**config.mk**
```make
export PLATFORM = sky130hd
export DESIGN_NAME = button_click_classifier_unit_flat
export DESIGN_NICKNAME = d
export VERILOG_FILES = /design/src/design/bcc_pkg.sv /design/src/design/bcc_channels.sv /design/src/design/button_click_classifier_unit.sv /design/src/flat_wrapper.sv
export SDC_FILE = /design/constraint.sdc
export NUM_CORES = 1
export LEC_CHECK = 0
export BUFFER_PORTS_ARGS = -buffer_cell sky130_fd_sc_hd__buf_4
export CAP_MARGIN = 20
export CORE_UTILIZATION = 40
export DETAILED_ROUTE_END_ITERATION = 10
export PLACE_DENSITY_LB_ADDON = 0.3
export RECOVER_POWER = 25
export SLEW_MARGIN = 20
export SYNTH_ARGS = -nofsm -noshare
export SYNTH_HDL_FRONTEND = slang
export SYNTH_SLANG_ARGS = --single-unit
```
**constraint.sdc**
```tcl
create_clock -name clk -period 5.6 [get_ports clk]
set_clock_uncertainty 0.1 [all_clocks]
set_input_delay 0.28 -clock clk [delete_from_list [all_inputs] [get_ports clk]]
set_output_delay 0.28 -clock clk [all_outputs]
set_load 0.02 [all_outputs]
```
**src/design/bcc_pkg.sv**
```systemverilog
`default_nettype none

package bcc_pkg;

    localparam int unsigned TIME_W     = 16;
    localparam int unsigned TICK_W     = 8;
    localparam int unsigned CFG_IDX_W  = 3;
    localparam int unsigned CFG_DATA_W = 16;
    localparam int unsigned EVENT_W    = 2;
    localparam int unsigned CLICKS_W   = 2;

    typedef logic [TIME_W-1:0]     time_t;
    typedef logic [TICK_W-1:0]     tick_t;
    typedef logic [CFG_IDX_W-1:0]  cfg_index_t;
    typedef logic [CFG_DATA_W-1:0] cfg_data_t;
    typedef logic [CLICKS_W-1:0]   clicks_t;

    typedef enum logic [3:0] {
        PH_RELEASED = 4'b0001,
        PH_PRESSED  = 4'b0010,
        PH_HOLDING  = 4'b0100,
        PH_LONG     = 4'b1000
    } phase_t;

    typedef enum logic [EVENT_W-1:0] {
        EV_NONE   = 2'd0,
        EV_SINGLE = 2'd1,
        EV_DOUBLE = 2'd2,
        EV_LONG   = 2'd3
    } event_t;

    localparam cfg_index_t CFG_ACTIVE_LEVEL    = 3'd0;
    localparam cfg_index_t CFG_TICK_MS         = 3'd1;
    localparam cfg_index_t CFG_DEBOUNCE_MS     = 3'd2;
    localparam cfg_index_t CFG_LONG_PRESS_MS   = 3'd3;
    localparam cfg_index_t CFG_DOUBLE_CLICK_MS = 3'd4;

    localparam logic  RST_ACTIVE_LEVEL    = 1'b0;
    localparam tick_t RST_TICK_MS         = 8'd5;
    localparam tick_t RST_DEBOUNCE_MS     = 8'd20;
    localparam time_t RST_LONG_PRESS_MS   = 16'd5000;
    localparam time_t RST_DOUBLE_CLICK_MS = 16'd500;

    // add one tick to a duration, holding at full scale
    function automatic time_t sat_add(input time_t a, input tick_t b);
        logic [TIME_W:0] s;
        s = {1'b0, a} + {{(TIME_W + 1 - TICK_W){1'b0}}, b};
        return s[TIME_W] ? {TIME_W{1'b1}} : s[TIME_W-1:0];
    endfunction

endpackage

`default_nettype wire

```
**src/design/bcc_channels.sv**
```systemverilog
`default_nettype none

interface bcc_sample_if;
    logic valid;
    logic ready;
    logic level;

    modport source (output valid, output level, input ready);
    modport sink   (input valid, input level, output ready);
endinterface

interface bcc_result_if;
    logic                         valid;
    logic                         ready;
    logic [bcc_pkg::EVENT_W-1:0]  event_res;

    modport source (output valid, output event_res, input ready);
    modport sink   (input valid, input event_res, output ready);
endinterface

`default_nettype wire

```
**src/design/button_click_classifier_unit.sv**
```systemverilog
// channel   dir   payload              request accepted when
// sample    in    level (1 bit)        valid && ready
// result    out   event_res (2 bits)   valid && ready
// cfg       in    cfg_index, cfg_data  cfg_we high
//
// one sample per cycle while ready is high; its event is registered into the result register, or into the skid
// the classifier state is updated in the same cycle the sample is taken
// a two-entry output buffer (result register plus skid) keeps input ready
// for one more sample while a result stalls; ready drops only when both are full
// rst_n resets the state machine, counters, config registers and buffer flags at once; event registers are not reset
`default_nettype none

module button_click_classifier_unit (
    input  wire logic                  clk,
    input  wire logic                  rst_n,
    bcc_sample_if.sink                 sample,
    bcc_result_if.source               result,
    input  wire logic                  cfg_we,
    input  wire bcc_pkg::cfg_index_t   cfg_index,
    input  wire bcc_pkg::cfg_data_t    cfg_data
);

    logic              active_level_reg;
    bcc_pkg::tick_t    tick_ms_reg;
    bcc_pkg::tick_t    debounce_ms_reg;
    bcc_pkg::time_t    long_press_ms_reg;
    bcc_pkg::time_t    double_click_ms_reg;

    bcc_pkg::phase_t   phase_reg, phase_next;
    bcc_pkg::time_t    press_time_reg, press_time_next;
    bcc_pkg::time_t    release_time_reg, release_time_next;
    bcc_pkg::clicks_t  clicks_reg, clicks_next;
    bcc_pkg::event_t   ev;

    logic              out_valid_reg, out_valid_next;
    logic              skid_valid_reg, skid_valid_next;
    bcc_pkg::event_t   out_event_reg, out_event_next;
    bcc_pkg::event_t   skid_event_reg, skid_event_next;

    logic              accept;
    logic              take;
    logic              down;
    bcc_pkg::time_t    press_inc;
    bcc_pkg::time_t    release_inc;
    bcc_pkg::clicks_t  clicks_inc;

    assign sample.ready     = !skid_valid_reg;
    assign accept           = sample.valid && sample.ready;
    assign take             = out_valid_reg && result.ready;
    assign result.valid     = out_valid_reg;
    assign result.event_res = out_event_reg;

    assign down        = (sample.level == active_level_reg);
    assign press_inc   = bcc_pkg::sat_add(press_time_reg, tick_ms_reg);
    assign release_inc = bcc_pkg::sat_add(release_time_reg, tick_ms_reg);
    assign clicks_inc  = clicks_reg + bcc_pkg::clicks_t'(1);

    always_ff @(posedge clk or negedge rst_n)
    begin
        if (!rst_n)
        begin
            active_level_reg    <= bcc_pkg::RST_ACTIVE_LEVEL;
            tick_ms_reg         <= bcc_pkg::RST_TICK_MS;
            debounce_ms_reg     <= bcc_pkg::RST_DEBOUNCE_MS;
            long_press_ms_reg   <= bcc_pkg::RST_LONG_PRESS_MS;
            double_click_ms_reg <= bcc_pkg::RST_DOUBLE_CLICK_MS;
        end
        else if (cfg_we)
        begin
            unique case (cfg_index)
                bcc_pkg::CFG_ACTIVE_LEVEL:    active_level_reg    <= cfg_data[0];
                bcc_pkg::CFG_TICK_MS:         tick_ms_reg         <= cfg_data[7:0];
                bcc_pkg::CFG_DEBOUNCE_MS:     debounce_ms_reg     <= cfg_data[7:0];
                bcc_pkg::CFG_LONG_PRESS_MS:   long_press_ms_reg   <= cfg_data;
                bcc_pkg::CFG_DOUBLE_CLICK_MS: double_click_ms_reg <= cfg_data;
                default: ;
            endcase
        end
    end

    always_comb
    begin
        phase_next        = phase_reg;
        press_time_next   = press_time_reg;
        release_time_next = release_time_reg;
        clicks_next       = clicks_reg;
        ev                = bcc_pkg::EV_NONE;

        unique case (phase_reg)
            bcc_pkg::PH_RELEASED:
            begin
                if (down)
                begin
                    phase_next      = bcc_pkg::PH_PRESSED;
                    press_time_next = '0;
                end
                else if (clicks_reg == bcc_pkg::clicks_t'(1))
                begin
                    release_time_next = release_inc;
                    if (release_inc >= double_click_ms_reg)
                    begin
                        ev                = bcc_pkg::EV_SINGLE;
                        clicks_next       = '0;
                        release_time_next = '0;
                    end
                end
            end
            bcc_pkg::PH_PRESSED:
            begin
                if (down)
                begin
                    press_time_next = press_inc;
                    if (press_inc >= bcc_pkg::time_t'(debounce_ms_reg))
                        phase_next = bcc_pkg::PH_HOLDING;
                end
                else
                begin
                    phase_next      = bcc_pkg::PH_RELEASED;
                    press_time_next = '0;
                end
            end
            bcc_pkg::PH_HOLDING:
            begin
                if (down)
                begin
                    press_time_next = press_inc;
                    if (press_inc >= long_press_ms_reg)
                    begin
                        ev          = bcc_pkg::EV_LONG;
                        phase_next  = bcc_pkg::PH_LONG;
                        clicks_next = '0;
                    end
                end
                else
                begin
                    // short press only; too short or too long is dropped silently
                    if (press_time_reg >= bcc_pkg::time_t'(debounce_ms_reg) &&
                        press_time_reg < long_press_ms_reg)
                    begin
                        clicks_next       = clicks_inc;
                        release_time_next = '0;
                        if (clicks_inc == bcc_pkg::clicks_t'(2))
                        begin
                            ev          = bcc_pkg::EV_DOUBLE;
                            clicks_next = '0;
                        end
                    end
                    phase_next      = bcc_pkg::PH_RELEASED;
                    press_time_next = '0;
                end
            end
            bcc_pkg::PH_LONG:
            begin
                if (!down)
                begin
                    phase_next      = bcc_pkg::PH_RELEASED;
                    press_time_next = '0;
                end
            end
            default:
            begin
                phase_next      = bcc_pkg::PH_RELEASED;
                press_time_next = '0;
            end
        endcase
    end

    always_ff @(posedge clk or negedge rst_n)
    begin
        if (!rst_n)
        begin
            phase_reg        <= bcc_pkg::PH_RELEASED;
            press_time_reg   <= '0;
            release_time_reg <= '0;
            clicks_reg       <= '0;
        end
        else if (accept)
        begin
            phase_reg        <= phase_next;
            press_time_reg   <= press_time_next;
            release_time_reg <= release_time_next;
            clicks_reg       <= clicks_next;
        end
    end

    // skid is empty whenever a request is accepted
    always_comb
    begin
        out_valid_next  = out_valid_reg;
        skid_valid_next = skid_valid_reg;
        out_event_next  = out_event_reg;
        skid_event_next = skid_event_reg;
        priority if (accept)
        begin
            if (!out_valid_reg || take)
            begin
                out_valid_next = 1'b1;
                out_event_next = ev;
            end
            else
            begin
                skid_valid_next = 1'b1;
                skid_event_next = ev;
            end
        end
        else if (take)
        begin
            if (skid_valid_reg)
            begin
                out_event_next  = skid_event_reg;
                skid_valid_next = 1'b0;
            end
            else
                out_valid_next = 1'b0;
        end
        else
        begin
            // buffer holds
        end
    end

    always_ff @(posedge clk or negedge rst_n)
    begin
        if (!rst_n)
        begin
            out_valid_reg  <= 1'b0;
            skid_valid_reg <= 1'b0;
        end
        else
        begin
            out_valid_reg  <= out_valid_next;
            skid_valid_reg <= skid_valid_next;
        end
    end

    always_ff @(posedge clk)
    begin
        out_event_reg  <= out_event_next;
        skid_event_reg <= skid_event_next;
    end

    a_skid_needs_out: assert property (@(posedge clk) disable iff (!rst_n)
        skid_valid_reg |-> out_valid_reg)
        else $error("skid entry held without a result in the output register");

    a_accept_gives_result: assert property (@(posedge clk) disable iff (!rst_n)
        accept |=> out_valid_reg)
        else $error("accepted request produced no pending result");

    a_clicks_bounded: assert property (@(posedge clk) disable iff (!rst_n)
        clicks_reg == bcc_pkg::clicks_t'(0) || clicks_reg == bcc_pkg::clicks_t'(1))
        else $error("pending click count out of range");

    a_long_clears_clicks: assert property (@(posedge clk) disable iff (!rst_n)
        phase_reg == bcc_pkg::PH_LONG |-> clicks_reg == '0)
        else $error("click still pending during a long press");

    a_released_no_press_time: assert property (@(posedge clk) disable iff (!rst_n)
        phase_reg == bcc_pkg::PH_RELEASED |-> press_time_reg == '0)
        else $error("press time not cleared while released");

endmodule

`default_nettype wire
```
**src/flat_wrapper.sv**
```systemverilog
// flat-port wrapper written by rule: the top's interface ports become plain ports
module button_click_classifier_unit_flat 
  (clk, rst_n, cfg_we, cfg_index, cfg_data, sample_valid, sample_level, sample_ready, result_valid, result_event_res, result_ready);
  bcc_sample_if sample_i ();
  bcc_result_if result_i ();
  input  wire logic clk;
  input  wire logic rst_n;
  input  wire logic cfg_we;
  input  wire bcc_pkg::cfg_index_t cfg_index;
  input  wire bcc_pkg::cfg_data_t cfg_data;
  input wire logic [$bits(sample_i.valid)-1:0] sample_valid;
  input wire logic [$bits(sample_i.level)-1:0] sample_level;
  output wire logic [$bits(sample_i.ready)-1:0] sample_ready;
  output wire logic [$bits(result_i.valid)-1:0] result_valid;
  output wire logic [$bits(result_i.event_res)-1:0] result_event_res;
  input wire logic [$bits(result_i.ready)-1:0] result_ready;
  assign sample_i.valid = sample_valid;
  assign sample_i.level = sample_level;
  assign sample_ready = sample_i.ready;
  assign result_valid = result_i.valid;
  assign result_event_res = result_i.event_res;
  assign result_i.ready = result_ready;
  button_click_classifier_unit u_core (.clk(clk), .rst_n(rst_n), .sample(sample_i), .result(result_i), .cfg_we(cfg_we), .cfg_index(cfg_index), .cfg_data(cfg_data));
endmodule
```
==> metrics.txt <==
status=completed; initial antenna violation count=0; CP Buf/Inv Count=1; Critical Path, Cell by Cell=ha_1, a211oi_1, o21a_1, o21bai_1, a41oi_1, nor3_1, or3b_2, ha_1, a21oi_1, o21ai_0, a2111oi_0, o211ai_1, a21oi_1, buf_4, o21ai_0, o311ai_0; r2r worst-path depth=16; GP Congestion=0.887; RSZ-0062 raised after global routing=false; WHS Path Cells=2; worst ir drop on vdd=around 0.00022 V; Avg WL per Cell=16.8 um; fraction of layout cells with a size suffix above 1=14.0%; vias in the first global route=roughly 5200; DR vias=5144; Post-Place Cells=slightly above 900; sequential share of the synthesized area=36.6%; Worst Tran Pin Value=between 1 and 1.5 ns; number of I/O port buffers=28; EDFF count, synth=4; Critical R2R Capture=u_core.release_time_reg[15]$_DFFE_PN0P_; Syn Nets=796; Main synth FF type=dfrtp_1; CTS root buf=clkbuf_16; grt total ovfl=0; Post-Syn Area=roughly 6500 sq um; # Post-CTS Setup Buffers=0; Die ar.=16700 sq um; # DRC=0; dpl cell area=approximately 6900 sq um; Syn Area/Cell=roughly 9.4 sq um; HP Class=input pin to flop; kind of start point of the critical path=flop; total number of H-tree levels=3; TritonCTS clock tree=done; core area=15800 sq um; minimum clock period after layout=around 4.7 ns; Max-Cap Viols=0; CP Data Required Time=around 5.7 ns; total track usage=between 20 and 25%; hold_sp=result_ready; DRT iter0 DRCs=approximately 260; cells after synthesis=690; Seq cells post-synth=93; Area Growth Syn to Fin=11.8%; Max stage delay on crit path=0.55 ns; Worst EP arrival=approximately 4.9 ns; critical path class=flop to flop; Total Wirelength=between 15000 and 20000 um; antenna fix cells=0; Pwr Density=434 nW/um^2; drt first pass iters=4; first-pass GRT wire length=around 26000 um; site row count=46; clock sinks=93; Crit-path slowest cell=a2111oi_0; Die Width=129 um; nets@finish=820; Leak Pwr=between 3 and 4 nW; fill cell count=1540; clock slew at reported path FFs=0.07 ns; most frequent cells in the layout=nand2_1, ha_1, dfrtp_1; Critical Path Fanout Max=14; Worst-Skew Late Latency=between 0.3 and 0.4 ns; Final Cell Area=7240 sq um; crit-path leading delay family=compound AO/OA/AOI/OAI gates; Synth async-reset ratio=95.7%; Ports=29; Yosys Warn Count=0; Worst Hold End=u_core.skid_valid_reg$_DFFE_PN0P_; final total power=3.14 mW; clk buf depth=2; post-route setup TNS=0 ns; reg2reg start=u_core.tick_ms_reg[1]$_DFFE_PN0P_; commonest non-fill, non-tap cell in the layout=nand2_1; non-filler instance count after layout=slightly above 900; Detail Placement HPWL=approximately 12000 um; Num CTS Buffers=9; Starting Density=approximately two fifths; period utilisation layout=a little over four fifths; DRT antenna net count=0; Via density=5.50; Synth cell types=65; FMAX=between 200 and 250 MHz; pins over their slew limit=0; die span in y=129 um; flop2flop setup slack=0.88 ns; Final Hold Fails=0; Setup crit end kind=flop; Slew HR=between 20 and 25%; final setup vio count=0; largest net degree at the start of global routing=69
==> what timing repair did <==
action / in CTS / in global routing
gates resized for setup: 0 / 0
endpoints found under the hold margin: 21 / 0
endpoints found under the setup margin: 0 / 0
hold buffers: 1 / 0
==> final cells by class <==
type	instances	area, sq um	area share, %
clock buffers	12	246	3.41
clock inverters	4	95.1	1.31
inverters	50	188	2.59
multi-input cells	525	3830	52.9
flip-flops and latches	93	2370	32.7
well taps	216	270	3.74
repair buffers	35	243	3.35
==> synthesized netlist by cell type, types with 7 or more instances <==
cell | n | share of area [%]
o21a_1 | 12 | 1.4
nor2_1 | 34 | 2.0
dfstp_2 | 16 | 6.5
dfrtp_1 | 73 | 28
xor2_1 | 9 | 1.2
nor2b_1 | 8 | 0.77
and2_1 | 9 | 0.87
a211oi_1 | 13 | 1.5
mux2_2 | 29 | 5.0
clkbuf_1 | 19 | 1.1
o21ai_0 | 57 | 4.4
inv_1 | 49 | 2.8
nor3_1 | 8 | 0.62
a21o_1 | 15 | 1.7
a22o_1 | 17 | 2.3
ha_1 | 79 | 15
nand2b_1 | 10 | 0.97
nand2_1 | 80 | 4.6
o211ai_1 | 7 | 0.81
nand3_1 | 16 | 1.2
a21oi_1 | 30 | 2.3
==> cells by family (layout without fill, tap and decap cells) <==
group | after synthesis | in the layout | synth area share (%)
AOI/OAI and AO/OA | 200 | 200 | 21.3
xor gates and xnor gates | 14 | 14 | 1.89
adders and majority gates | 81 | 81 | 15.9
buffers and inverters | 72 | 101 | 4.33
DFF | 93 | 93 | 36.6
muxes | 31 | 31 | 5.37
and+or+nand+nor | 199 | 199 | 14.6
==> how the worst max path moves through the flow <==
stage	to	slack, ns	startpoint	cells past startpoint
2_1_floorplan	u_core.release_time_reg[9]$_DFFE_PN0P_	1.28	u_core.release_time_reg[0]$_DFFE_PN0P_	17
3_3_place_gp	u_core.release_time_reg[15]$_DFFE_PN0P_	1.17	u_core.tick_ms_reg[1]$_DFFE_PN0P_	16
3_5_place_dp	u_core.release_time_reg[15]$_DFFE_PN0P_	0.92	u_core.tick_ms_reg[1]$_DFFE_PN0P_	14
4_1_cts	u_core.release_time_reg[15]$_DFFE_PN0P_	0.88	u_core.tick_ms_reg[1]$_DFFE_PN0P_	16
5_1_grt	u_core.release_time_reg[15]$_DFFE_PN0P_	0.42	u_core.tick_ms_reg[1]$_DFFE_PN0P_	16
6_report	u_core.release_time_reg[15]$_DFFE_PN0P_	0.88	u_core.tick_ms_reg[1]$_DFFE_PN0P_	16
==> routing by layer <==
| metal | vias to the layer above | global-route usage, % | share of wire [%] |
|---|---|---|---|
| met5 | - | 0 | 0 |
| met4 | 0 | 8.86 | 2.4 |
| met3 | 21 | 2.35 | 3.2 |
| met2 | 90 | 34.3 | 48 |
| met1 | 2483 | 27.1 | 46 |
| li1 | 2550 | - | - |
==> power by group <==
part | internal, mW | leakage, nW | switching (mW) | total [mW]
sequential | 0.857 | 1.14 | 0.142 | 0.998
clock | 0.448 | 0.167 | 0.262 | 0.711
combinational | 0.608 | 2.04 | 0.824 | 1.43
==> stage by stage <==
step / hold WS [ns] / setup WS, ns / utilization [%]
2_1_floorplan: -0.116 / 1.28 / -
3_3_place_gp: 0.0827 / 1.17 / 43.7
5_1_grt: 0.0361 / 0.416 / 45.7
3_5_place_dp: 0.0832 / 0.922 / 43.7
4_1_cts: 0.0178 / 0.882 / 45.9
6_report: 0.0329 / 0.877 / 45.7
No activity file was read; power rests on OpenSTA's default activity.
